$ cat src/rtl/core/aarm_pkg.sv
// Package with the types, constants and helper functions of the axis-angle rotation block.
`timescale 1ns / 1ps
package aarm_pkg;

    localparam int ANGLE_BITS    = 16;
    localparam int AXIS_BITS     = 16;
    localparam int OUT_FRAC_BITS = 14;
    localparam int CORDIC_STAGES = 16;

    localparam int OUT_BITS  = OUT_FRAC_BITS + 2;
    localparam int FRAC      = 30;
    localparam int ANG_SHIFT = 33 - ANGLE_BITS;
    localparam int MAG_BITS  = 32;
    localparam int SUM_BITS  = 2 * MAG_BITS;
    localparam int ROOT_BITS = SUM_BITS / 2;
    localparam int REM_BITS  = ROOT_BITS + 2;
    localparam int QUO_BITS  = FRAC + 1;
    localparam int UNIT_BITS = QUO_BITS + 1;
    localparam int CW        = 34;
    localparam int PW        = CW + UNIT_BITS;
    localparam int EW        = CW + 2;
    localparam int OUT_SHIFT = FRAC - OUT_FRAC_BITS;

    localparam logic signed [CW-1:0] ONE_Q30     = CW'(64'sd1 << FRAC);
    localparam logic signed [CW-1:0] PI_Q30      = 34'sd3373259426;
    localparam logic signed [CW-1:0] HALF_PI_Q30 = 34'sd1686629713;
    localparam logic signed [CW-1:0] GAIN_INV    = 34'sd652032874;

    localparam logic signed [EW:0] ROUND_HALF =
        (OUT_SHIFT > 0) ? (EW+1)'(64'sd1 << (OUT_SHIFT - 1)) : '0;
    localparam logic signed [EW:0] SAT_LIM = (EW+1)'(64'sd1 << OUT_FRAC_BITS);
    localparam logic signed [OUT_BITS-1:0] ONE_OUT = OUT_BITS'(64'sd1 << OUT_FRAC_BITS);

    typedef struct packed {
        logic signed [ANGLE_BITS-1:0] angle;
        logic signed [AXIS_BITS-1:0]  axis_x;
        logic signed [AXIS_BITS-1:0]  axis_y;
        logic signed [AXIS_BITS-1:0]  axis_z;
    } t_in;

    typedef struct packed {
        logic signed [OUT_BITS-1:0] m00;
        logic signed [OUT_BITS-1:0] m01;
        logic signed [OUT_BITS-1:0] m02;
        logic signed [OUT_BITS-1:0] m10;
        logic signed [OUT_BITS-1:0] m11;
        logic signed [OUT_BITS-1:0] m12;
        logic signed [OUT_BITS-1:0] m20;
        logic signed [OUT_BITS-1:0] m21;
        logic signed [OUT_BITS-1:0] m22;
        logic                       zero_axis;
    } t_out;

    typedef struct packed {
        logic [2:0] sgn;
        logic       zero;
    } t_side;

    typedef struct packed {
        logic signed [CW-1:0] x;
        logic signed [CW-1:0] y;
        logic signed [CW-1:0] z;
        logic                 neg;
    } t_cordic;

    typedef struct packed {
        logic signed [CW-1:0] t;
        logic signed [CW-1:0] c;
        logic signed [CW-1:0] s;
    } t_cs;

    typedef struct packed {
        logic [SUM_BITS-1:0]       op;
        logic [REM_BITS-1:0]       rem;
        logic [ROOT_BITS-1:0]      root;
        logic [2:0][MAG_BITS-1:0]  mag;
        t_side                     side;
    } t_sqrt;

    typedef struct packed {
        logic [ROOT_BITS-1:0]      root;
        logic [2:0][MAG_BITS-1:0]  mag;
        logic [2:0][ROOT_BITS-1:0] rem;
        logic [2:0][QUO_BITS-1:0]  quo;
        t_side                     side;
    } t_div;

    function automatic logic signed [CW-1:0] atan_q30(input int idx);
        logic [31:0] v;
        case (idx)
            0:  v = 32'h3243F6A8;
            1:  v = 32'h1DAC6705;
            2:  v = 32'h0FADBAFC;
            3:  v = 32'h07F56EA6;
            4:  v = 32'h03FEAB76;
            5:  v = 32'h01FFD55B;
            6:  v = 32'h00FFFAAA;
            7:  v = 32'h007FFF55;
            8:  v = 32'h003FFFEA;
            9:  v = 32'h001FFFFD;
            10: v = 32'h000FFFFF;
            11: v = 32'h0007FFFF;
            12: v = 32'h0003FFFF;
            13: v = 32'h0001FFFF;
            14: v = 32'h0000FFFF;
            15: v = 32'h00007FFF;
            16: v = 32'h00003FFF;
            17: v = 32'h00001FFF;
            18: v = 32'h00000FFF;
            19: v = 32'h000007FF;
            20: v = 32'h000003FF;
            21: v = 32'h000001FF;
            22: v = 32'h000000FF;
            23: v = 32'h0000007F;
            24: v = 32'h0000003F;
            25: v = 32'h0000001F;
            26: v = 32'h0000000F;
            27: v = 32'h00000007;
            28: v = 32'h00000003;
            29: v = 32'h00000001;
            default: v = 32'h00000000;
        endcase
        return CW'(v);
    endfunction

    // Rounds a Q30 entry to the output step and saturates it to plus or minus one.
    function automatic logic signed [OUT_BITS-1:0] emit(input logic signed [EW-1:0] e);
        logic signed [EW:0] v;
        v = (EW+1)'(e);
        v = (v + ROUND_HALF) >>> OUT_SHIFT;
        if (v > SAT_LIM) begin
            v = SAT_LIM;
        end
        if (v < -SAT_LIM) begin
            v = -SAT_LIM;
        end
        return v[OUT_BITS-1:0];
    endfunction

endpackage

$ cat src/rtl/core/aarm_div_cell.sv
// One quotient-bit stage of the three restoring dividers that scale the axis to unit length.
`timescale 1ns / 1ps
module aarm_div_cell #(
    parameter int J = 0
) (
    input  logic           i_clk,
    input  logic           i_en,
    input  aarm_pkg::t_div i_d,
    output aarm_pkg::t_div o_q
);
    localparam int MB = aarm_pkg::MAG_BITS;
    localparam int RB = aarm_pkg::ROOT_BITS;
    localparam int QB = aarm_pkg::QUO_BITS;
    localparam int FR = aarm_pkg::FRAC;

    aarm_pkg::t_div r_q;
    logic [MB+FR-1:0] num  [3];
    logic [RB:0]      rem2 [3];

    always_comb begin
        for (int k = 0; k < 3; k++) begin
            num[k]  = {i_d.mag[k], FR'(0)};
            rem2[k] = {i_d.rem[k], num[k][J]};
        end
    end

    always_ff @(posedge i_clk) begin
        if (i_en) begin
            r_q.root <= i_d.root;
            r_q.mag  <= i_d.mag;
            r_q.side <= i_d.side;
            for (int k = 0; k < 3; k++) begin
                if (rem2[k] >= {1'b0, i_d.root}) begin
                    r_q.rem[k] <= RB'(rem2[k] - {1'b0, i_d.root});
                    r_q.quo[k] <= {i_d.quo[k][QB-2:0], 1'b1};
                end else begin
                    r_q.rem[k] <= RB'(rem2[k]);
                    r_q.quo[k] <= {i_d.quo[k][QB-2:0], 1'b0};
                end
            end
        end
    end

    assign o_q = r_q;
endmodule

$ cat config.mk
export PLATFORM = sky130hd
export DESIGN_NAME = aarm_div_cell
export DESIGN_NICKNAME = d
export VERILOG_FILES = /design/src/rtl/core/aarm_pkg.sv /design/src/rtl/core/aarm_div_cell.sv
export SDC_FILE = /design/constraint.sdc
export NUM_CORES = 1
export LEC_CHECK = 0
export BUFFER_PORTS_ARGS = -buffer_cell sky130_fd_sc_hd__buf_2
export CAP_MARGIN = 20
export CORE_AREA = 10 10 245 247
export CTS_CLUSTER_SIZE = 10
export DETAILED_ROUTE_END_ITERATION = 16
export DIE_AREA = 0 0 255 257
export PLACE_DENSITY_LB_ADDON = 0.15
export SYNTH_ARGS = -nofsm -noshare
export SYNTH_HDL_FRONTEND = slang
export SYNTH_SLANG_ARGS = --single-unit
$ cat constraint.sdc
create_clock -name i_clk -period 2.45 [get_ports i_clk]
set_input_delay 0.1225 -clock i_clk [delete_from_list [all_inputs] [get_ports i_clk]]
set_output_delay 0.1225 -clock i_clk [all_outputs]
set_load 0.005 [all_outputs]
==> results.yml <==
outcome:
  status: "completed"
detailed_routing:
  totalWireLength_um: 80230
  drc: 0
  wl_per_cell_um: 23.83
  detail_route.first_pass.iterations: 5
  ant_nets: 0
  vias: 16000
  drt_iter0_markers: 892
  avgViaCountPerCell: 4.753
worst_setup_path:
  arrival_ns: 2.70
  path_max_fanout: 7
  path_class: "input pin to flop"
  required_ns: 2.75
  startpoint_type: "input pin"
  worstSetupStartpoint: "i_d[298]"
  endpoint_kind: "flop"
  endpoint: "o_q[122]"
clock_network:
  cts_buffers: 40
  cts.clk_slew.worst_paths_ns: 0.06
  cts_tree: "yes"
  cts_root_buf: "clkbuf_16"
  clock_tree.buffer_depth: 3
  cts.sinks: 321
  cts_max_level: 2
yosys:
  yosys_warnings: 0
  synth_area_sq_mm: 0.01616
  async_flop_share: 0
  syn_area_per_cell_sq_um: 12.34
  synthesis.nets: 1732
  synth_cell_types: 76
  syn_inst: 1310
  ys.flop_type: "edfxtp_1"
  synth_edf_count: 321
  ys_seq_area_frac: 0.5964
  ys_seq_elements: 321
power:
  p_per_area_mw_per_mm2: 621.3
  vdd_drop_max_uv: 565.4
  power.leakage_nw: 12.35
worst_hold_path:
  min_path_type: "input pin to flop"
sta:
  fin_crit_sh: 0.9780
  worst_slew_pin_slew_ns: 0.5620
  final-setup-viol-count: 0
  max-slew-margin-rel: 0.6253
  hold_viol_final: 0
  drv_slew: 0
  final.setup.worst_slack_ns: 0.05386
  holdWs_ns: 0.02830
  fin_crit_ns: 2.396
  fmax_mhz: 417.3
cells_and_area:
  nNetsFinal: 3063
  final_cell_mix: "639 x buf_2, 385 x buf_4, 321 x edfxtp_1"
  largest_register_ff_count: 321
  nFillCells: 4969
  finalNonFillerCells: 3366
  fin_area_sq_mm: 0.02779
  drive_gt1_frac: 0.4529
  layout_commonest_cell: "buf_2"
  syn_to_final_growth_pct: 71.94
die:
  design.die.area_sq_mm: 0.06554
  core_sq_mm: 0.05488
  die_x_um: 255
  pin_count: 644
  fp-row-count: 86
  die_h_um: 257
  initial_core_util: 0.2945
global_route:
  grt_max_degree: 59
  grt_pass1_vias: 16620
  grt_first_pass_wirelength_um: 113000
  grt_remaining_overflow: 0
  antenna_found_initial: 19
  track_usage: 0.2336
placed_design:
  place.port_buffers: 640
  hpwl_um: 64100
  place.gp.congestion: 0.9718
  placed_cells: 2995
  dp_slack_ns: -0.7333
  placed_area_sq_mm: 0.02322
flow_run:
  cap_violations: 0
==> per-stage QoR <==
stage	power, mW	util	setup TNS, ns
floorplan	8.651	-	-0.3951
global placement	11.15	0.4231	-42.12
detailed placement	11.15	0.4231	-45.15
CTS	17.36	0.5001	0
global route	18.03	0.5062	-0.05306
finish	17.26	0.5064	0
==> how the worst min path moves through the flow <==
stage / startpoint / endpoint / slack, ns / cells past startpoint
after CTS: i_d[129] / o_q[130] / 0.0005 / 4
after global placement: i_d[57] / o_q[58] / 0.30 / 1
final: i_d[155] / o_q[156] / 0.03 / 3
after detailed placement: i_d[55] / o_q[56] / 0.30 / 1
after global routing: i_d[161] / o_q[162] / 0.03 / 4
after floorplan: i_d[0] / o_q[0] / 0.22 / 0
==> layer usage <==
metal | share of wire | routed length (um) | global-route usage | vias up
met4 | 0.040 | 3219 | 0.09125 | 16
met2 | 0.50 | 39990 | 0.4091 | 515
met1 | 0.39 | 31380 | 0.2668 | 7720
met5 | 0.0013 | 101 | 0 | -
met3 | 0.069 | 5544 | 0.05978 | 129
li1 | - | - | - | 7619
==> where the power goes <==
part           switching, mW  internal (mW)  leakage, nW
combinational           2.33           2.34         8.63
clock                   2.25           3.45        0.585
sequential             0.154           6.74         3.14
total                   4.73           12.5         12.4
==> critical path, cell delays in order <==
cell and delay, ns:
buf_2 0.11, inv_1 0.17, ha_1 0.29, and3_1 0.22, nand3_1 0.19, nor4_1 0.08, buf_4 0.13, a2111o_1 0.49
a31oi_4 0.36, buf_4 0.19, mux2_2 0.33
==> logic make-up (layout without fill, tap and decap cells) <==
family          after synthesis  count (layout)  share of synthesized area
simple gates                318             318                    0.09360
mux                          20              20                    0.01541
other cells                   0              10                          0
flops                       321             321                     0.5964
buf+inv                     107            1448                    0.02748
xor+xnor                     80              80                    0.04335
fa+ha+maj                    99              99                    0.07804
compound gates              365             366                     0.1457
==> synthesized netlist by cell type (9+ instances only) <==
cell      count  share of area
o21a_1       14         0.0065
xnor2_1      45          0.024
nor2b_1      13         0.0050
edfxtp_1    321           0.60
a21o_1       34          0.016
nor3_1       17         0.0053
a21oi_2      19          0.010
nor2_1       99          0.023
and3_1        9         0.0035
buf_2        10         0.0031
a21oi_1     119          0.037
clkbuf_1     36         0.0084
nand3_1      30         0.0093
nand2b_1     10         0.0039
mux2_2       11         0.0077
nand4_1      19         0.0074
inv_1        55          0.013
o21ai_0      75          0.023
a211oi_1     13         0.0060
ha_1         96          0.074
xor2_1       35          0.019
a31oi_1      11         0.0043
nand2_1      86          0.020
==> what timing repair did <==
action,CTS,global route
pin swaps,0,8
hold buffers,302,0
buffers inserted,0,4
gates cloned,0,2
resized for setup,2,56
endpoints found under the hold margin,302,0
setup endpoints to repair,6,67
==> cell type report <==
class	count	area, sq um	share of cell area
antenna	10	25.02	0.0009005
clock inverter	9	183.9	0.006619
sequential	321	9639	0.3469
clock buffer	44	1016	0.03656
inverter	56	216.5	0.007790
multi-input combinational	883	6469	0.2328
tap	704	880.8	0.03170
timing repair buffer	1339	9358	0.3368
Power figures use the tool's default switching activity.
