[src/rtl/core/aarm_pkg.sv]
// Package with the types, constants and helper functions of the axis-angle rotation block.
`timescale 1ns / 1ps
package aarm_pkg;

    localparam int ANGLE_BITS    = 16;
    localparam int AXIS_BITS     = 16;
    localparam int OUT_FRAC_BITS = 14;
    localparam int CORDIC_STAGES = 16;

    localparam int OUT_BITS  = OUT_FRAC_BITS + 2;
    localparam int FRAC      = 30;
    localparam int ANG_SHIFT = 33 - ANGLE_BITS;
    localparam int MAG_BITS  = 32;
    localparam int SUM_BITS  = 2 * MAG_BITS;
    localparam int ROOT_BITS = SUM_BITS / 2;
    localparam int REM_BITS  = ROOT_BITS + 2;
    localparam int QUO_BITS  = FRAC + 1;
    localparam int UNIT_BITS = QUO_BITS + 1;
    localparam int CW        = 34;
    localparam int PW        = CW + UNIT_BITS;
    localparam int EW        = CW + 2;
    localparam int OUT_SHIFT = FRAC - OUT_FRAC_BITS;

    localparam logic signed [CW-1:0] ONE_Q30     = CW'(64'sd1 << FRAC);
    localparam logic signed [CW-1:0] PI_Q30      = 34'sd3373259426;
    localparam logic signed [CW-1:0] HALF_PI_Q30 = 34'sd1686629713;
    localparam logic signed [CW-1:0] GAIN_INV    = 34'sd652032874;

    localparam logic signed [EW:0] ROUND_HALF =
        (OUT_SHIFT > 0) ? (EW+1)'(64'sd1 << (OUT_SHIFT - 1)) : '0;
    localparam logic signed [EW:0] SAT_LIM = (EW+1)'(64'sd1 << OUT_FRAC_BITS);
    localparam logic signed [OUT_BITS-1:0] ONE_OUT = OUT_BITS'(64'sd1 << OUT_FRAC_BITS);

    typedef struct packed {
        logic signed [ANGLE_BITS-1:0] angle;
        logic signed [AXIS_BITS-1:0]  axis_x;
        logic signed [AXIS_BITS-1:0]  axis_y;
        logic signed [AXIS_BITS-1:0]  axis_z;
    } t_in;

    typedef struct packed {
        logic signed [OUT_BITS-1:0] m00;
        logic signed [OUT_BITS-1:0] m01;
        logic signed [OUT_BITS-1:0] m02;
        logic signed [OUT_BITS-1:0] m10;
        logic signed [OUT_BITS-1:0] m11;
        logic signed [OUT_BITS-1:0] m12;
        logic signed [OUT_BITS-1:0] m20;
        logic signed [OUT_BITS-1:0] m21;
        logic signed [OUT_BITS-1:0] m22;
        logic                       zero_axis;
    } t_out;

    typedef struct packed {
        logic [2:0] sgn;
        logic       zero;
    } t_side;

    typedef struct packed {
        logic signed [CW-1:0] x;
        logic signed [CW-1:0] y;
        logic signed [CW-1:0] z;
        logic                 neg;
    } t_cordic;

    typedef struct packed {
        logic signed [CW-1:0] t;
        logic signed [CW-1:0] c;
        logic signed [CW-1:0] s;
    } t_cs;

    typedef struct packed {
        logic [SUM_BITS-1:0]       op;
        logic [REM_BITS-1:0]       rem;
        logic [ROOT_BITS-1:0]      root;
        logic [2:0][MAG_BITS-1:0]  mag;
        t_side                     side;
    } t_sqrt;

    typedef struct packed {
        logic [ROOT_BITS-1:0]      root;
        logic [2:0][MAG_BITS-1:0]  mag;
        logic [2:0][ROOT_BITS-1:0] rem;
        logic [2:0][QUO_BITS-1:0]  quo;
        t_side                     side;
    } t_div;

    function automatic logic signed [CW-1:0] atan_q30(input int idx);
        logic [31:0] v;
        case (idx)
            0:  v = 32'h3243F6A8;
            1:  v = 32'h1DAC6705;
            2:  v = 32'h0FADBAFC;
            3:  v = 32'h07F56EA6;
            4:  v = 32'h03FEAB76;
            5:  v = 32'h01FFD55B;
            6:  v = 32'h00FFFAAA;
            7:  v = 32'h007FFF55;
            8:  v = 32'h003FFFEA;
            9:  v = 32'h001FFFFD;
            10: v = 32'h000FFFFF;
            11: v = 32'h0007FFFF;
            12: v = 32'h0003FFFF;
            13: v = 32'h0001FFFF;
            14: v = 32'h0000FFFF;
            15: v = 32'h00007FFF;
            16: v = 32'h00003FFF;
            17: v = 32'h00001FFF;
            18: v = 32'h00000FFF;
            19: v = 32'h000007FF;
            20: v = 32'h000003FF;
            21: v = 32'h000001FF;
            22: v = 32'h000000FF;
            23: v = 32'h0000007F;
            24: v = 32'h0000003F;
            25: v = 32'h0000001F;
            26: v = 32'h0000000F;
            27: v = 32'h00000007;
            28: v = 32'h00000003;
            29: v = 32'h00000001;
            default: v = 32'h00000000;
        endcase
        return CW'(v);
    endfunction

    // Rounds a Q30 entry to the output step and saturates it to plus or minus one.
    function automatic logic signed [OUT_BITS-1:0] emit(input logic signed [EW-1:0] e);
        logic signed [EW:0] v;
        v = (EW+1)'(e);
        v = (v + ROUND_HALF) >>> OUT_SHIFT;
        if (v > SAT_LIM) begin
            v = SAT_LIM;
        end
        if (v < -SAT_LIM) begin
            v = -SAT_LIM;
        end
        return v[OUT_BITS-1:0];
    endfunction

endpackage

[src/rtl/core/aarm_cordic_cell.sv]
// One CORDIC rotation stage of the sine and cosine chain.
`timescale 1ns / 1ps
module aarm_cordic_cell #(
    parameter int STAGE = 0
) (
    input  logic              i_clk,
    input  logic              i_en,
    input  aarm_pkg::t_cordic i_d,
    output aarm_pkg::t_cordic o_q
);
    localparam int CW = aarm_pkg::CW;
    localparam logic signed [CW-1:0] ATAN = aarm_pkg::atan_q30(STAGE % 32);

    aarm_pkg::t_cordic r_q;
    logic signed [CW-1:0] dx;
    logic signed [CW-1:0] dy;

    assign dx = i_d.y >>> (STAGE % 32);
    assign dy = i_d.x >>> (STAGE % 32);

    always_ff @(posedge i_clk) begin
        if (i_en) begin
            r_q.neg <= i_d.neg;
            if (!i_d.z[CW-1]) begin
                r_q.x <= i_d.x - dx;
                r_q.y <= i_d.y + dy;
                r_q.z <= i_d.z - ATAN;
            end else begin
                r_q.x <= i_d.x + dx;
                r_q.y <= i_d.y - dy;
                r_q.z <= i_d.z + ATAN;
            end
        end
    end

    assign o_q = r_q;
endmodule

[config.mk]
export PLATFORM = sky130hd
export DESIGN_NAME = aarm_cordic_cell
export DESIGN_NICKNAME = d
export VERILOG_FILES = /design/src/rtl/core/aarm_pkg.sv /design/src/rtl/core/aarm_cordic_cell.sv
export SDC_FILE = /design/constraint.sdc
export NUM_CORES = 1
export LEC_CHECK = 0
export ABC_AREA = 0
export BUFFER_PORTS_ARGS = -buffer_cell sky130_fd_sc_hd__buf_2
export CORE_MARGIN = 5
export CORE_UTILIZATION = 30
export DETAILED_ROUTE_END_ITERATION = 10
export HOLD_SLACK_MARGIN = 0.06
export SYNTH_ARGS = -nofsm -noshare
export SYNTH_HDL_FRONTEND = slang
export SYNTH_SLANG_ARGS = --single-unit
[constraint.sdc]
create_clock -name i_clk -period 14.5 [get_ports i_clk]
set_input_delay 4.35 -clock i_clk [delete_from_list [all_inputs] [get_ports i_clk]]
set_output_delay 4.35 -clock i_clk [all_outputs]
set_load 0.01 [all_outputs]
==> impl_metrics.env <==
export IMPL_place_area_mm2=0.0119
export IMPL_ctsHoldBuffers=0
export IMPL_cts_root_buffer="clkbuf_16"
export IMPL_grt_pass1_wl_mm=52.2
export IMPL_worst_pin_slew_ns=0.935
export IMPL_finalWorstSetupSlack_ns=6.65
export IMPL_yosys_warnings=0
export IMPL_grt_total_usage_pct=16.7
export IMPL_hold_class="input pin to register"
export IMPL_cts_tree="done"
export IMPL_cts_made_buffers=9
export IMPL_drive_gt1_share_pct=17.8
export IMPL_critPathCaptureType="register"
export IMPL_period_share_pct=54.1
export IMPL_cts_path_max_buffers=2
export IMPL_rsz0062_at_grt="false"
export IMPL_row_count=68
export IMPL_drcViolationCount=0
export IMPL_final_cell_mix="205 x buf_2, 132 x a21oi_1, 128 x ha_1"
export IMPL_power_w=0.00109
export IMPL_worst_path_most_repeated_cell="buf_4"
export IMPL_postCtsSetupRepairBufs=0
export IMPL_worstSetupPathType="input pin to register"
export IMPL_grt_overflow=0
export IMPL_max_stage_delay_ns=0.50
export IMPL_start_util_pct=30.4
export IMPL_synth_distinct_cells=79
export IMPL_grt_max_degree=60
export IMPL_cts_resized=0
export IMPL_final_area_mm2=0.0122
export IMPL_antenna_found_initial=1
export IMPL_dp_hpwl_mm=27.5
export IMPL_syn2layout_area_growth_pct=16.3
export IMPL_crit_fanout=46
export IMPL_dp_worst_setup_slack_ns=6.30
export IMPL_hold_viol_final=0
export IMPL_cap_violations=0
export IMPL_gp_congestion=0.927
export IMPL_powerDensity_mw_per_mm2=89.9
export IMPL_core_area_mm2=0.0345
export IMPL_min_period_ns=7.85
export IMPL_ys_flop_type="edfxtp_1"
export IMPL_ant_nets=0
export IMPL_synth_edf_count=102
export IMPL_cts_num_sinks=102
export IMPL_final_common_cell="buf_2"
export IMPL_maxSlewHeadroom_pct=36.9
export IMPL_fmax_ghz=0.127
export IMPL_nets=1616
export IMPL_vias=9666
export IMPL_routedWlPerCell_um=18.3
export IMPL_yosysSeqAreaShare_pct=29.3
export IMPL_avgSynthCellArea_um2=8.67
export IMPL_h_tree_depth=3
export IMPL_clk_pin_slew_ns=0.07
export IMPL_critPathArrivalTime_ns=7.95
export IMPL_fin_hold_ws_ns=4.18
export IMPL_routed_wl_mm=33.7
export IMPL_die_area_mm2=0.0387
export IMPL_status="completed"
export IMPL_cp_start_kind="input pin"
export IMPL_cp_slowest_cell="fa_1"
export IMPL_slew_viol_final=0
export IMPL_diodes=0
export IMPL_ir_worst_vdd_v=0.0000414
export IMPL_cp_num_buf_inv=3
export IMPL_synth_seq_cells=102
export IMPL_required_ns=14.60
export IMPL_netlist_area_mm2=0.0105
export IMPL_drt_iter0_drc=823
export IMPL_syn_num_nets=1445
export IMPL_largest_reg_flops=102
export IMPL_viasPerCell=5.26
export IMPL_chipWidth_um=197
export IMPL_crit_chain="buf_4 > clkinv_1 > buf_4 > fa_1 > a211oi_1 > nor2_1 > o31a_1 > a211o_1 > a311o_1 > a21oi_2 > nor3_1 > or3b_1"
export IMPL_first_pass_iters=5
export IMPL_async_flop_share_pct=0
export IMPL_die_h_um=197
export IMPL_portBuffers=207
export IMPL_synthCells=1208
export IMPL_fin_setup_tns_ns=0
export IMPL_setup_viol=0
export IMPL_p_leak_nw=5.36
export IMPL_grt_pass1_vias=9242
export IMPL_cp_top_family="compound AO/OA/AOI/OAI gates"
export IMPL_ioPinCount=208
[cells in the mapped netlist (4+ instances only)]
cell type	number	area [um2]
buf_1	6	22.5
o21ai_1	5	25.0
and2_1	4	25.0
o311ai_1	4	35.0
nand3_1	24	120
o21bai_1	20	150
and3_1	10	62.6
nor3_1	26	130
clkbuf_1	29	109
a211o_1	4	35.0
nor2b_1	17	106
or3_1	7	43.8
mux2i_1	15	150
fa_1	4	80.1
o22ai_1	6	37.5
xnor2_1	68	596
a221oi_1	4	35.0
ha_1	128	1600
xor2_1	19	166
a21oi_1	132	661
a21boi_0	6	45.0
nor2_1	99	372
a2111oi_0	4	35.0
nor4_1	7	43.8
edfxtp_1	102	3060
nand2_1	52	195
a31oi_1	9	56.3
inv_2	4	15.0
o2111ai_1	4	35.0
nand2b_1	16	100
buf_4	4	30.0
o31a_1	6	52.6
inv_1	105	394
buf_2	12	60.1
a21o_1	39	293
or2_2	4	25.0
a211oi_1	24	180
o21ai_0	66	330
o31ai_1	17	128
nand4_1	16	100
o21a_1	14	105
o211ai_1	9	67.6
[worst paths after layout]
| path | start | endpoint | slack, ns | cells past startpoint |
|---|---|---|---|---|
| hold / removal | i_d[0] | o_q[0] | 4.18 | 1 |
| setup / recovery | i_d[34] | o_q[30] | 6.65 | 12 |
[through the flow]
step / util [%] / instances
2_1_floorplan: - / 1208
6_report: 35.3 / 1839
3_5_place_dp: 34.5 / 1823
5_1_grt: 35.3 / 1839
3_3_place_gp: 34.5 / 1823
4_1_cts: 35.3 / 1839
[metal layers]
| metal | part of all wire, % | GRT usage (%) |
|---|---|---|
| met4 | 1.8 | 4.11 |
| met3 | 7.0 | 2.77 |
| met2 | 46 | 26.8 |
| met1 | 46 | 23.6 |
| met5 | 0.039 | 0 |
[final cells by class]
type / instances / area [um2]
inverters: 110 / 413
fillers: 3606 / 22300
clock buffers: 10 / 229
well taps: 455 / 569
multi-input cells: 944 / 6760
flip-flops and latches: 102 / 3060
repair buffers: 212 / 1080
clock inverters: 6 / 60.1
[power by group]
group / switching (W) / total (W) / leakage [nW] / internal [W]
Combinational: 0.000277 / 0.000449 / 4.22 / 0.000172
Sequential: 0.0000137 / 0.000404 / 0.999 / 0.000391
Clock: 0.000108 / 0.000242 / 0.140 / 0.000133
[cell families after synthesis]
family / share of synthesized area (%)
AND/OR/NAND/NOR: 13.7
multiplexers: 1.43
XOR/XNOR: 7.28
AO/OA/AOI/OAI: 26.1
flip-flops: 29.3
buffers and inverters: 6.17
adder cells (fa/ha/maj): 16.1
No activity file was read; power rests on OpenSTA's default activity.
