### config.mk
export PLATFORM = sky130hd
export DESIGN_NAME = aarm_sqrt_cell
export DESIGN_NICKNAME = d
export VERILOG_FILES = /design/src/rtl/core/aarm_pkg.sv /design/src/rtl/core/aarm_sqrt_cell.sv
export SDC_FILE = /design/constraint.sdc
export NUM_CORES = 1
export LEC_CHECK = 0
export ABC_AREA = 0
export BUFFER_PORTS_ARGS = -buffer_cell sky130_fd_sc_hd__buf_2
export CORE_AREA = 8 8 172 174
export DETAILED_ROUTE_END_ITERATION = 12
export DIE_AREA = 0 0 180 182
export PLACE_DENSITY = 0.66
export SLEW_MARGIN = 20
export SYNTH_ARGS = -nofsm -noshare
export SYNTH_HDL_FRONTEND = slang
export SYNTH_SLANG_ARGS = --single-unit
### constraint.sdc
create_clock -name i_clk -period 2.2 [get_ports i_clk]
set_input_delay 0 -clock i_clk [delete_from_list [all_inputs] [get_ports i_clk]]
set_output_delay 0 -clock i_clk [all_outputs]
set_load 0.005 [all_outputs]
### src/rtl/core/aarm_pkg.sv
// Package with the types, constants and helper functions of the axis-angle rotation block.
`timescale 1ns / 1ps
package aarm_pkg;

    localparam int ANGLE_BITS    = 16;
    localparam int AXIS_BITS     = 16;
    localparam int OUT_FRAC_BITS = 14;
    localparam int CORDIC_STAGES = 16;

    localparam int OUT_BITS  = OUT_FRAC_BITS + 2;
    localparam int FRAC      = 30;
    localparam int ANG_SHIFT = 33 - ANGLE_BITS;
    localparam int MAG_BITS  = 32;
    localparam int SUM_BITS  = 2 * MAG_BITS;
    localparam int ROOT_BITS = SUM_BITS / 2;
    localparam int REM_BITS  = ROOT_BITS + 2;
    localparam int QUO_BITS  = FRAC + 1;
    localparam int UNIT_BITS = QUO_BITS + 1;
    localparam int CW        = 34;
    localparam int PW        = CW + UNIT_BITS;
    localparam int EW        = CW + 2;
    localparam int OUT_SHIFT = FRAC - OUT_FRAC_BITS;

    localparam logic signed [CW-1:0] ONE_Q30     = CW'(64'sd1 << FRAC);
    localparam logic signed [CW-1:0] PI_Q30      = 34'sd3373259426;
    localparam logic signed [CW-1:0] HALF_PI_Q30 = 34'sd1686629713;
    localparam logic signed [CW-1:0] GAIN_INV    = 34'sd652032874;

    localparam logic signed [EW:0] ROUND_HALF =
        (OUT_SHIFT > 0) ? (EW+1)'(64'sd1 << (OUT_SHIFT - 1)) : '0;
    localparam logic signed [EW:0] SAT_LIM = (EW+1)'(64'sd1 << OUT_FRAC_BITS);
    localparam logic signed [OUT_BITS-1:0] ONE_OUT = OUT_BITS'(64'sd1 << OUT_FRAC_BITS);

    typedef struct packed {
        logic signed [ANGLE_BITS-1:0] angle;
        logic signed [AXIS_BITS-1:0]  axis_x;
        logic signed [AXIS_BITS-1:0]  axis_y;
        logic signed [AXIS_BITS-1:0]  axis_z;
    } t_in;

    typedef struct packed {
        logic signed [OUT_BITS-1:0] m00;
        logic signed [OUT_BITS-1:0] m01;
        logic signed [OUT_BITS-1:0] m02;
        logic signed [OUT_BITS-1:0] m10;
        logic signed [OUT_BITS-1:0] m11;
        logic signed [OUT_BITS-1:0] m12;
        logic signed [OUT_BITS-1:0] m20;
        logic signed [OUT_BITS-1:0] m21;
        logic signed [OUT_BITS-1:0] m22;
        logic                       zero_axis;
    } t_out;

    typedef struct packed {
        logic [2:0] sgn;
        logic       zero;
    } t_side;

    typedef struct packed {
        logic signed [CW-1:0] x;
        logic signed [CW-1:0] y;
        logic signed [CW-1:0] z;
        logic                 neg;
    } t_cordic;

    typedef struct packed {
        logic signed [CW-1:0] t;
        logic signed [CW-1:0] c;
        logic signed [CW-1:0] s;
    } t_cs;

    typedef struct packed {
        logic [SUM_BITS-1:0]       op;
        logic [REM_BITS-1:0]       rem;
        logic [ROOT_BITS-1:0]      root;
        logic [2:0][MAG_BITS-1:0]  mag;
        t_side                     side;
    } t_sqrt;

    typedef struct packed {
        logic [ROOT_BITS-1:0]      root;
        logic [2:0][MAG_BITS-1:0]  mag;
        logic [2:0][ROOT_BITS-1:0] rem;
        logic [2:0][QUO_BITS-1:0]  quo;
        t_side                     side;
    } t_div;

    function automatic logic signed [CW-1:0] atan_q30(input int idx);
        logic [31:0] v;
        case (idx)
            0:  v = 32'h3243F6A8;
            1:  v = 32'h1DAC6705;
            2:  v = 32'h0FADBAFC;
            3:  v = 32'h07F56EA6;
            4:  v = 32'h03FEAB76;
            5:  v = 32'h01FFD55B;
            6:  v = 32'h00FFFAAA;
            7:  v = 32'h007FFF55;
            8:  v = 32'h003FFFEA;
            9:  v = 32'h001FFFFD;
            10: v = 32'h000FFFFF;
            11: v = 32'h0007FFFF;
            12: v = 32'h0003FFFF;
            13: v = 32'h0001FFFF;
            14: v = 32'h0000FFFF;
            15: v = 32'h00007FFF;
            16: v = 32'h00003FFF;
            17: v = 32'h00001FFF;
            18: v = 32'h00000FFF;
            19: v = 32'h000007FF;
            20: v = 32'h000003FF;
            21: v = 32'h000001FF;
            22: v = 32'h000000FF;
            23: v = 32'h0000007F;
            24: v = 32'h0000003F;
            25: v = 32'h0000001F;
            26: v = 32'h0000000F;
            27: v = 32'h00000007;
            28: v = 32'h00000003;
            29: v = 32'h00000001;
            default: v = 32'h00000000;
        endcase
        return CW'(v);
    endfunction

    // Rounds a Q30 entry to the output step and saturates it to plus or minus one.
    function automatic logic signed [OUT_BITS-1:0] emit(input logic signed [EW-1:0] e);
        logic signed [EW:0] v;
        v = (EW+1)'(e);
        v = (v + ROUND_HALF) >>> OUT_SHIFT;
        if (v > SAT_LIM) begin
            v = SAT_LIM;
        end
        if (v < -SAT_LIM) begin
            v = -SAT_LIM;
        end
        return v[OUT_BITS-1:0];
    endfunction

endpackage

### src/rtl/core/aarm_sqrt_cell.sv
// One digit stage of the integer square root of the axis length.
`timescale 1ns / 1ps
module aarm_sqrt_cell #(
    parameter int STEP = 0
) (
    input  logic            i_clk,
    input  logic            i_en,
    input  aarm_pkg::t_sqrt i_d,
    output aarm_pkg::t_sqrt o_q
);
    localparam int RB = aarm_pkg::REM_BITS;
    localparam int QB = aarm_pkg::ROOT_BITS;

    aarm_pkg::t_sqrt r_q;
    logic [RB+1:0] rem2;
    logic [RB+1:0] trial;

    // Bring down the next pair of operand bits and try the new root bit.
    assign rem2  = {i_d.rem, i_d.op[2*STEP+1 -: 2]};
    assign trial = (RB+2)'({i_d.root, 2'b01});

    always_ff @(posedge i_clk) begin
        if (i_en) begin
            r_q.op   <= i_d.op;
            r_q.mag  <= i_d.mag;
            r_q.side <= i_d.side;
            if (rem2 >= trial) begin
                r_q.rem  <= RB'(rem2 - trial);
                r_q.root <= {i_d.root[QB-2:0], 1'b1};
            end else begin
                r_q.rem  <= RB'(rem2);
                r_q.root <= {i_d.root[QB-2:0], 1'b0};
            end
        end
    end

    assign o_q = r_q;
endmodule

==> summary.txt, run 1 <==
Die
  – Die area: ~33000 um^2
  – Initial Util: 35.1%
  – IO Count: 462
  – Horiz. Die Dim: about 180 um
  – Core Footprint: around 27000 um^2
  – Row count: 60
  – Vert. Die Dim: 182 um

Logic synthesis
  – Yosys top cell by area: edfxtp_1
  – Post-Syn Instances: 606
  – Leading post-synthesis cells by cell area: edfxtp_1, ha_1, nand2_1, o21ai_0, inv_1
  – FFs w/ async S/R, synth: 0%
  – EDFF count, synth: 230
  – Register area share after synthesis: between 70 and 80%
  – Yosys warns: 0
  – Share of the synthesized area in the top cell type: 73.8%
  – Distinct cells, synth: 60
  – Mapped Nets: just under 900
  – Top_reg_cell synth: edfxtp_1
  – Seq cells post-synth: 230
  – Mean post-synth cell area: about 15 um^2
  – Post-Syn Area: just over 9000 um^2

Setup path
  – Crit path max fanout: 7
  – Crit path DAT: between 2 and 2.5 ns
  – CP Capture Type: flop
  – CP Class: primary input to flop
  – Critical Path Start Type: primary input
  – CP required: 2.48 ns
  – Crit path max-delay family: buffers and inverters
  – Buf/Inv on CP: 5
  – Crit-path max cell delay: 0.53 ns
  – Crit-path cells: dlygate4sd3_1, buf_2, inv_1, ha_1, buf_4, a21oi_2, o311ai_2, a211oi_1, o21a_2, clkinv_2, mux2_4
  – Slowest CP cell: dlygate4sd3_1

Cells and area
  – Layout cells sized above 1: roughly 44%
  – Max reg flops: 230
  – Final net count: approximately 1700
  – Most common cell after layout, fill and taps aside: buf_2
  – Area growth, synth to finish: 71.6%
  – Filler Cells Inserted: ~2000
  – Most frequent cells in the layout: buf_2, dlygate4sd3_1, edfxtp_1, buf_4, nand2_1

Status
  – Status: complete, no violations

Clocking
  – CTS clk-pin slew, worst paths: about 0.060 ns
  – TritonCTS clock tree: yes
  – Num CTS Buffers: 26
  – Root Driver: clkbuf_16
  – H-tree levels: 1
  – Clock sinks: 230
  – CTS Buffer Depth: 3

Placed design
  – Gpl congestion: roughly 0.9
  – Hpwl dp: ~27000 um
  – IO buf count: roughly 460
  – Pre-CTS setup slack: -0.387 ns

Timing
  – Setup-failing EPs final: 0
  – Final Hold Fails: 0
  – TNS Setup: 0 ns
  – Final slew viol count: 0
  – Slew margin rel.: around two thirds
  – RSZ-0062 raised after global routing: yes
  – Slew @ Worst Pin: roughly 0.52 ns
  – Final setup margin: slightly below 0.09 ns
  – Period utilisation layout: a little over nine tenths
  – Fmax: 473 MHz
  – Crit path time final: approximately 2.1 ns

Worst hold path
  – Hold Crit Class: primary input to flop

Power and ir drop
  – PD cells: about 760 nW/um^2
  – VDD IR-drop max: ~0.00051 V
  – Leakage: about 7.1 nW

Drt
  – Drt drc: 0
  – Vias per cell: ~4.8
  – Initial DRC count: a little over 600
  – Drt total wl: between 30000 and 40000 um
  – WL met2: 19600 um
  – Metal-1 WL: roughly 14000 um
  – Antenna viol nets, final: 0
  – Via count: ~8500
  – Pre-antenna DRT Iters: 5
  – Post-DR wirelength/cell: around 22 um
  – DR top layer: met5
  – Met3 routed WL: approximately 2700 um

GRT
  – Initial antenna violation count: 6
  – Remaining global-route overflow: 0
  – Largest net degree at the start of global routing: 59
  – First-pass GRT wire length: 56000 um
  – Vias in the first global route: approximately 8900
  – Total track usage: a little under a quarter

Flow run
  – Max cap viols: 0
what timing repair did:
action	4_1_cts	5_1_grt
hold endpoints to repair	282	0
hold buffers	230	0
gates resized for setup	0	7
setup buffers	0	1
endpoints found under the setup margin	0	25
through the flow:
| stage | hold WS (ns) | cell area, um^2 | cells | util, % | total power [mW] |
|---|---|---|---|---|---|
| floorplan | 0.0989 | 9370 | 606 | - | 6.14 |
| global placement | 0.176 | 12800 | 1489 | 48.0 | 7.28 |
| detailed placement | 0.178 | 12800 | 1489 | 48.0 | 7.31 |
| CTS | 0.0635 | 16000 | 1767 | 60.1 | 12.2 |
| global route | 0.116 | 16100 | 1769 | 60.2 | 12.6 |
| finish | 0.0918 | 16100 | 1770 | 60.2 | 12.2 |
final cells by class:
type,instances,area [um^2],area share [%]
Sequential cell,230,6910,43.0
Clock inverter,20,244,1.52
Timing Repair Buffer,787,5390,33.6
Tap cell,341,427,2.66
Inverter,43,163,1.01
Clock buffer,28,658,4.10
Antenna cell,2,5.00,0.0312
Multi-Input combinational cell,319,2260,14.1
cell families after synthesis:
group           after synthesis  share of synthesized area (%)
fa+ha+maj                    34                           4.55
xor+xnor                     27                           2.53
flops                       230                           73.8
compound gates              133                           9.96
simple gates                120                           5.99
mux                           5                          0.588
buf+inv                      57                           2.59
tightest hold or removal path: stages:
cell	delay [ns]
buf_2	0.09
ha_1	0.19
xor2_1	0.08
o21ai_0	0.15
report_power, final:
| group | internal [mW] | total [mW] | switching, mW |
|---|---|---|---|
| combinational | 1.14 | 2.20 | 1.06 |
| sequential | 5.30 | 5.41 | 0.117 |
| clock | 2.77 | 4.58 | 1.82 |
metal layers:
layer	GRT usage, %	vias up
met3	5.61	107
met5	0	-
met1	24.4	4038
li1	-	3897
met4	12.0	6
met2	40.5	403
worst paths after layout:
path                  depth (start not counted)  startpoint                 end
worst max-delay path                         11    i_d[129]  o_q[159]$_DFFE_PP_
worst min-delay path                          4    i_d[132]  o_q[134]$_DFFE_PP_
Yosys cell counts (6+ instances only):
cell      instances
nand2_1          58
edfxtp_1        230
xnor2_1          14
buf_2             6
o21ai_0          41
inv_1            42
nor2_1           18
a21o_1           19
nor3_1           10
a21oi_1          28
ha_1             34
nand3_1           6
xor2_1           13
nand4_1           6
Note: power is estimated with default switching activity, not from simulation.
==> run 2, diff against run 1 <==
--- a/config.mk
+++ b/config.mk
@@ -11,6 +11,7 @@
 export DETAILED_ROUTE_END_ITERATION = 12
 export DIE_AREA = 0 0 180 182
 export PLACE_DENSITY = 0.66
+export SETUP_SLACK_MARGIN = 0.4
 export SLEW_MARGIN = 20
 export SYNTH_ARGS = -nofsm -noshare
 export SYNTH_HDL_FRONTEND = slang
==> run 2 against run 1 <==
The run now ends with hold timing left. Power grew 0.35%. Hold slack got worse by 0.093 ns. Cell count stayed put. Global-route usage about the same. Critical endpoint is now o_q[165]$_DFFE_PP_. Largest power group unchanged.
==> summary.txt, run 2 (same netlist as run 1, synthesis figures left out) <==
GRT
  – First-pass GRT wire length: around 56000 um
  – Vias in the first global route: about 9000
  – Largest net degree at the start of global routing: 56
  – Total track usage: between 20% and 30%
  – Initial antenna violation count: 9
  – Remaining global-route overflow: 0

Placed design
  – Area post-placement: approximately 13000 um^2
  – Gpl congestion: 0.953
  – IO buf count: between 400 and 500
  – Hpwl dp: between 20000 and 30000 um
  – Cell count after placement: between 1000 and 1500

Clocking
  – H-tree levels: 1
  – Root Driver: clkbuf_16
  – CTS Buffer Depth: 3
  – Clock sinks: 230
  – Num CTS Buffers: 26
  – CTS clk-pin slew, worst paths: around 0.060 ns
  – TritonCTS clock tree: yes

Drt
  – Drt total wl: slightly below 40000 um
  – Pre-antenna DRT Iters: 5
  – Post-DR wirelength/cell: between 20 and 25 um
  – Via count: roughly 8500
  – Antenna viol nets, final: 0
  – Initial DRC count: between 400 and 500
  – Drt drc: 0
  – Vias per cell: ~4.8

Worst hold path
  – Hold path depth: 4
  – Hold Crit Class: primary input to flop

Cells and area
  – Sequential cell area: around 7000 um^2
  – Area growth, synth to finish: 78.2%
  – Most frequent cells in the layout: buf_2, edfxtp_1, dlygate4sd3_1, buf_4, nand2_1
  – Most common cell after layout, fill and taps aside: buf_2
  – Filler Cells Inserted: between 1500 and 2000
  – Area of the multi-input gates: 2760 um^2
  – Finished Layout Cells: 1770
  – Layout cells sized above 1: roughly half
  – Max reg flops: 230
  – Final net count: 1670
  – Fin area: 16700 um^2
  – Final Util: 62.6%

Setup path
  – Critical Path Start Type: primary input
  – Crit path DAT: 2.14 ns
  – CP required: between 2 and 3 ns
  – CP Capture Type: flop
  – CP Class: primary input to flop
  – Crit path max fanout: 8

Die
  – Horiz. Die Dim: between 150 and 200 um
  – Row count: 60
  – Core Footprint: around 27000 um^2
  – Initial Util: 35.1%
  – Die area: about 33000 um^2
  – IO Count: 462
  – Vert. Die Dim: 182 um

Timing
  – Slew @ Worst Pin: 0.462 ns
  – Slew margin rel.: between 60 and 70%
  – Final slew viol count: 0
  – Period utilisation layout: just over 80%
  – WHS: -0.00163 ns
  – Final Hold Fails: 1
  – Crit path time final: 1.81 ns
  – Fmax: 553 MHz
  – Setup-failing EPs final: 0
  – RSZ-0062 raised after global routing: yes

Power and ir drop
  – Clock power frac: roughly 36%
  – Net Sw Frac: between 20 and 30%
  – Combinational share of power: about a fifth
  – PD cells: approximately 730 nW/um^2
  – Flop pwr share: 44.2%
  – VDD IR-drop max: between 0.0005 and 0.0006 V
  – Leakage: 7.20 nW
  – P_int: between 9 and 10 mW
  – Sw Pwr: 3.08 mW

Status
  – Status: finished, violations left
  – Failing checks: hold timing

Flow run
  – Max cap viols: 0
[run 2: cell count changes in the layout (fill, tap and decap cells not counted), sizes merged, moves of 2 or more]
cell	change
bufinv	-2
clkinv	-4
clkinvlp	+4
diode	+5
dlygate4sd3	-2
[run 2: power groups by stage]
stage               combinational (mW)  sequential, mW  clock [mW]
finish                            2.44            5.41        4.39
global route                      2.62            5.44        4.66
CTS                               2.29            5.40        4.46
detailed placement                1.95            5.48           0
global placement                  1.92            5.48           0
floorplan                        0.719            5.55           0
[run 2: timing repair]
action	in CTS	in global routing
pin swaps	3	33
hold buffers	227	1
setup endpoints to repair	31	34
endpoints found under the hold margin	278	1
buffers inserted	0	14
gates resized for setup	4	79
[run 2: metrics by stage]
step                      power (mW)  setup slack (ns)  setup TNS [ns]
after floorplan                 6.27             0.118               0
after global placement          7.40            -0.293           -7.64
after detailed placement        7.43            -0.275           -7.46
after CTS                       12.2             0.350               0
after global routing            12.7             0.311               0
final                           12.2             0.392               0
[run 2: layout make-up]
type | instances | area share [%]
repair buffers | 784 | 33.0
well taps | 341 | 2.56
diodes | 7 | 0.105
inverters | 43 | 1.21
multi-input cells | 319 | 16.5
clock inverters | 17 | 1.06
clock buffers | 29 | 4.10
flip-flops and latches | 230 | 41.4
[run 2: path summary, 6_finish.rpt]
check	from	to
max	i_d[100]	o_q[165]$_DFFE_PP_
min	i_d[150]	o_q[152]$_DFFE_PP_
[run 2: critical path: stages]
cell	delay (ns)
buf_12	0.09
inv_12	0.03
ha_4	0.26
nand4_1	0.13
nor4_2	0.33
buf_4	0.17
nand2_4	0.05
o311ai_4	0.26
a211oi_2	0.07
o21a_4	0.27
buf_6	0.16
o41ai_4	0.32
[run 2: layer usage]
metal,part of all wire [%],GRT usage [%],up-vias
li1,-,-,3881
met4,4.9,10.7,8
met2,50,39.4,403
met3,8.2,7.09,98
met1,37,25.0,4099
met5,0.13,0,-
==> run 3, diff against run 2 <==
--- a/config.mk
+++ b/config.mk
@@ -10,7 +10,6 @@
 export CORE_AREA = 8 8 172 174
 export DETAILED_ROUTE_END_ITERATION = 12
 export DIE_AREA = 0 0 180 182
-export PLACE_DENSITY = 0.66
 export SETUP_SLACK_MARGIN = 0.4
 export SLEW_MARGIN = 20
 export SYNTH_ARGS = -nofsm -noshare
==> constraint.sdc (replaced) <==
create_clock -name i_clk -period 1.8 [get_ports i_clk]
set_input_delay 0 -clock i_clk [delete_from_list [all_inputs] [get_ports i_clk]]
set_output_delay 0 -clock i_clk [all_outputs]
set_load 0.005 [all_outputs]
==> run 3 against run 2 <==
The run ends with setup timing left. Clock power rose by 21%. Routed wire length down 1.1%. Global-route usage decreased by 0.66 points. Flip-flop and latch count unchanged. Critical path depth up 2. Combinational power up 33%. Cell area rose by 4.6%. First-iteration DRC count decreased by 2.2%. Largest cell class unchanged.
==> summary.txt, run 3 (same netlist as run 1, synthesis figures left out) <==
Flow run
  – Max cap viols: 0

Die
  – Vert. Die Dim: 182 um
  – Initial Util: 35.1%
  – Die area: ~33000 um^2
  – Horiz. Die Dim: 180 um
  – IO Count: between 400 and 500
  – Core Footprint: between 20000 and 30000 um^2
  – Row count: 60

Power and ir drop
  – VDD IR-drop max: between 0.0007 and 0.0008 V
  – Leakage: approximately 7.7 nW
  – PD cells: 869 nW/um^2

Cells and area
  – Max reg flops: 230
  – Area growth, synth to finish: 86.5%
  – Filler Cells Inserted: ~1900
  – Most common cell after layout, fill and taps aside: buf_2
  – Layout cells sized above 1: 53.4%
  – Fin area: between 15000 and 20000 um^2
  – Final net count: 1727
  – Finished Layout Cells: between 1500 and 2000
  – Most frequent cells in the layout: buf_2, dlygate4sd3_1, edfxtp_1, buf_4, clkbuf_16

Setup path
  – Crit. Startpoint: i_d[100]
  – Slowest CP cell: nor4_4
  – CP Class: primary input to flop
  – Critical Path Start Type: primary input
  – CP required: 2.07 ns
  – CP Capture Type: flop
  – Crit path max fanout: 7
  – Critical path endpoint: o_q[141]$_DFFE_PP_
  – Crit-path max cell delay: 0.30 ns
  – Crit-path cells: buf_12, inv_12, ha_4, nand4_1, nor4_4, buf_4, nand2_2, o311ai_2, a211oi_2, o21a_4, buf_12, clkbuf_16, nand2_2, o21ai_1
  – Crit path DAT: roughly 2.1 ns

GRT
  – Vias in the first global route: 8885
  – Initial antenna violation count: 7
  – Total track usage: about 22%
  – First-pass GRT wire length: between 50000 and 60000 um
  – Remaining global-route overflow: 0
  – Largest net degree at the start of global routing: between 70 and 80

Timing
  – Crit path time final: 1.84 ns
  – TNS Setup: -0.175 ns
  – Setup-failing EPs final: 10
  – Fmax: between 500 and 600 MHz
  – RSZ-0062 raised after global routing: yes
  – Final Hold Fails: 0
  – Slew @ Worst Pin: between 0.4 and 0.5 ns
  – Final setup margin: -0.0384 ns
  – Period utilisation layout: 102%
  – Final slew viol count: 0
  – Slew margin rel.: between 70% and 80%

Clocking
  – CTS clk-pin slew, worst paths: about 0.06 ns
  – Root Driver: clkbuf_16
  – H-tree levels: 1
  – Num CTS Buffers: 26
  – TritonCTS clock tree: yes
  – Clock sinks: 230
  – CTS Buffer Depth: 3

Worst hold path
  – Hold Crit Class: primary input to flop

Drt
  – Drt total wl: 38900 um
  – Pre-antenna DRT Iters: 5
  – Drt drc: 0
  – Initial DRC count: 483
  – Via count: ~8500
  – Vias per cell: 4.69
  – Antenna viol nets, final: 0
  – Post-DR wirelength/cell: about 21 um

Placed design
  – IO buf count: approximately 460
  – Pre-CTS setup slack: -0.828 ns
  – Area post-placement: 13400 um^2
  – Cell count after placement: between 1500 and 2000
  – Hpwl dp: approximately 27000 um
  – Gpl congestion: approximately 0.9

Status
  – Failing checks: setup timing
  – Status: finished, violations left
## run 3: worst max-delay path: cells and delay by family
family,cells,cell delay [ns]
buffers and inverters,5,0.60
adders and majority gates,1,0.28
and+or+nand+nor,4,0.56
AOI/OAI and AO/OA,4,0.66
## run 3: layout make-up
| cell class | instances | area (um^2) | area share (%) |
|---|---|---|---|
| clock buffers | 29 | 683 | 3.91 |
| inverters | 43 | 199 | 1.14 |
| well taps | 341 | 427 | 2.44 |
| multi-input cells | 319 | 2940 | 16.9 |
| clock inverters | 18 | 174 | 0.996 |
| diodes | 3 | 7.51 | 0.0430 |
| repair buffers | 841 | 6120 | 35.0 |
| flip-flops and latches | 230 | 6910 | 39.6 |
## run 3: through the flow
step                      utilization [%]  power, mW  hold slack, ns
after floorplan                         -       7.66          0.0989
after global placement               50.2       9.11           0.176
after detailed placement             50.2       9.15           0.178
after CTS                            63.4       15.0          -0.236
after global routing                 65.5       15.8          0.0204
final                                65.5       15.2          0.0166
## run 3: how the worst min path moves through the flow
stage	from	to	slack, ns	depth (start not counted)
after global routing	i_d[132]	o_q[134]$_DFFE_PP_	0.02	4
after floorplan	i_d[0]	o_q[0]$_DFFE_PP_	0.1	0
after global placement	i_d[178]	o_q[178]$_DFFE_PP_	0.18	1
after detailed placement	i_d[71]	o_q[71]$_DFFE_PP_	0.18	1
after CTS	i_d[132]	o_q[134]$_DFFE_PP_	-0.24	3
final	i_d[132]	o_q[134]$_DFFE_PP_	0.02	4
## run 3: routing by layer
metal | share of wire, % | vias up | wire length, um | GRT usage, %
li1 | - | 4018 | - | -
met1 | 35 | 4051 | 13700 | 23.0
met2 | 52 | 378 | 20200 | 39.8
met3 | 8.6 | 89 | 3340 | 7.78
met4 | 4.2 | 10 | 1650 | 8.80
met5 | 0.13 | - | 51 | 0
## run 3: what timing repair did
item	in CTS	in global routing
hold buffers	231	1
pin swaps	18	55
buffers inserted	11	10
endpoints found under the hold margin	250	1
gates cloned	2	4
gates resized for setup	60	113
setup endpoints to repair	35	35
## run 3: report_power, final
part / switching [mW] / total (mW) / internal, mW
combinational: 1.49 / 3.24 / 1.75
clock: 2.15 / 5.32 / 3.16
sequential: 0.135 / 6.61 / 6.47
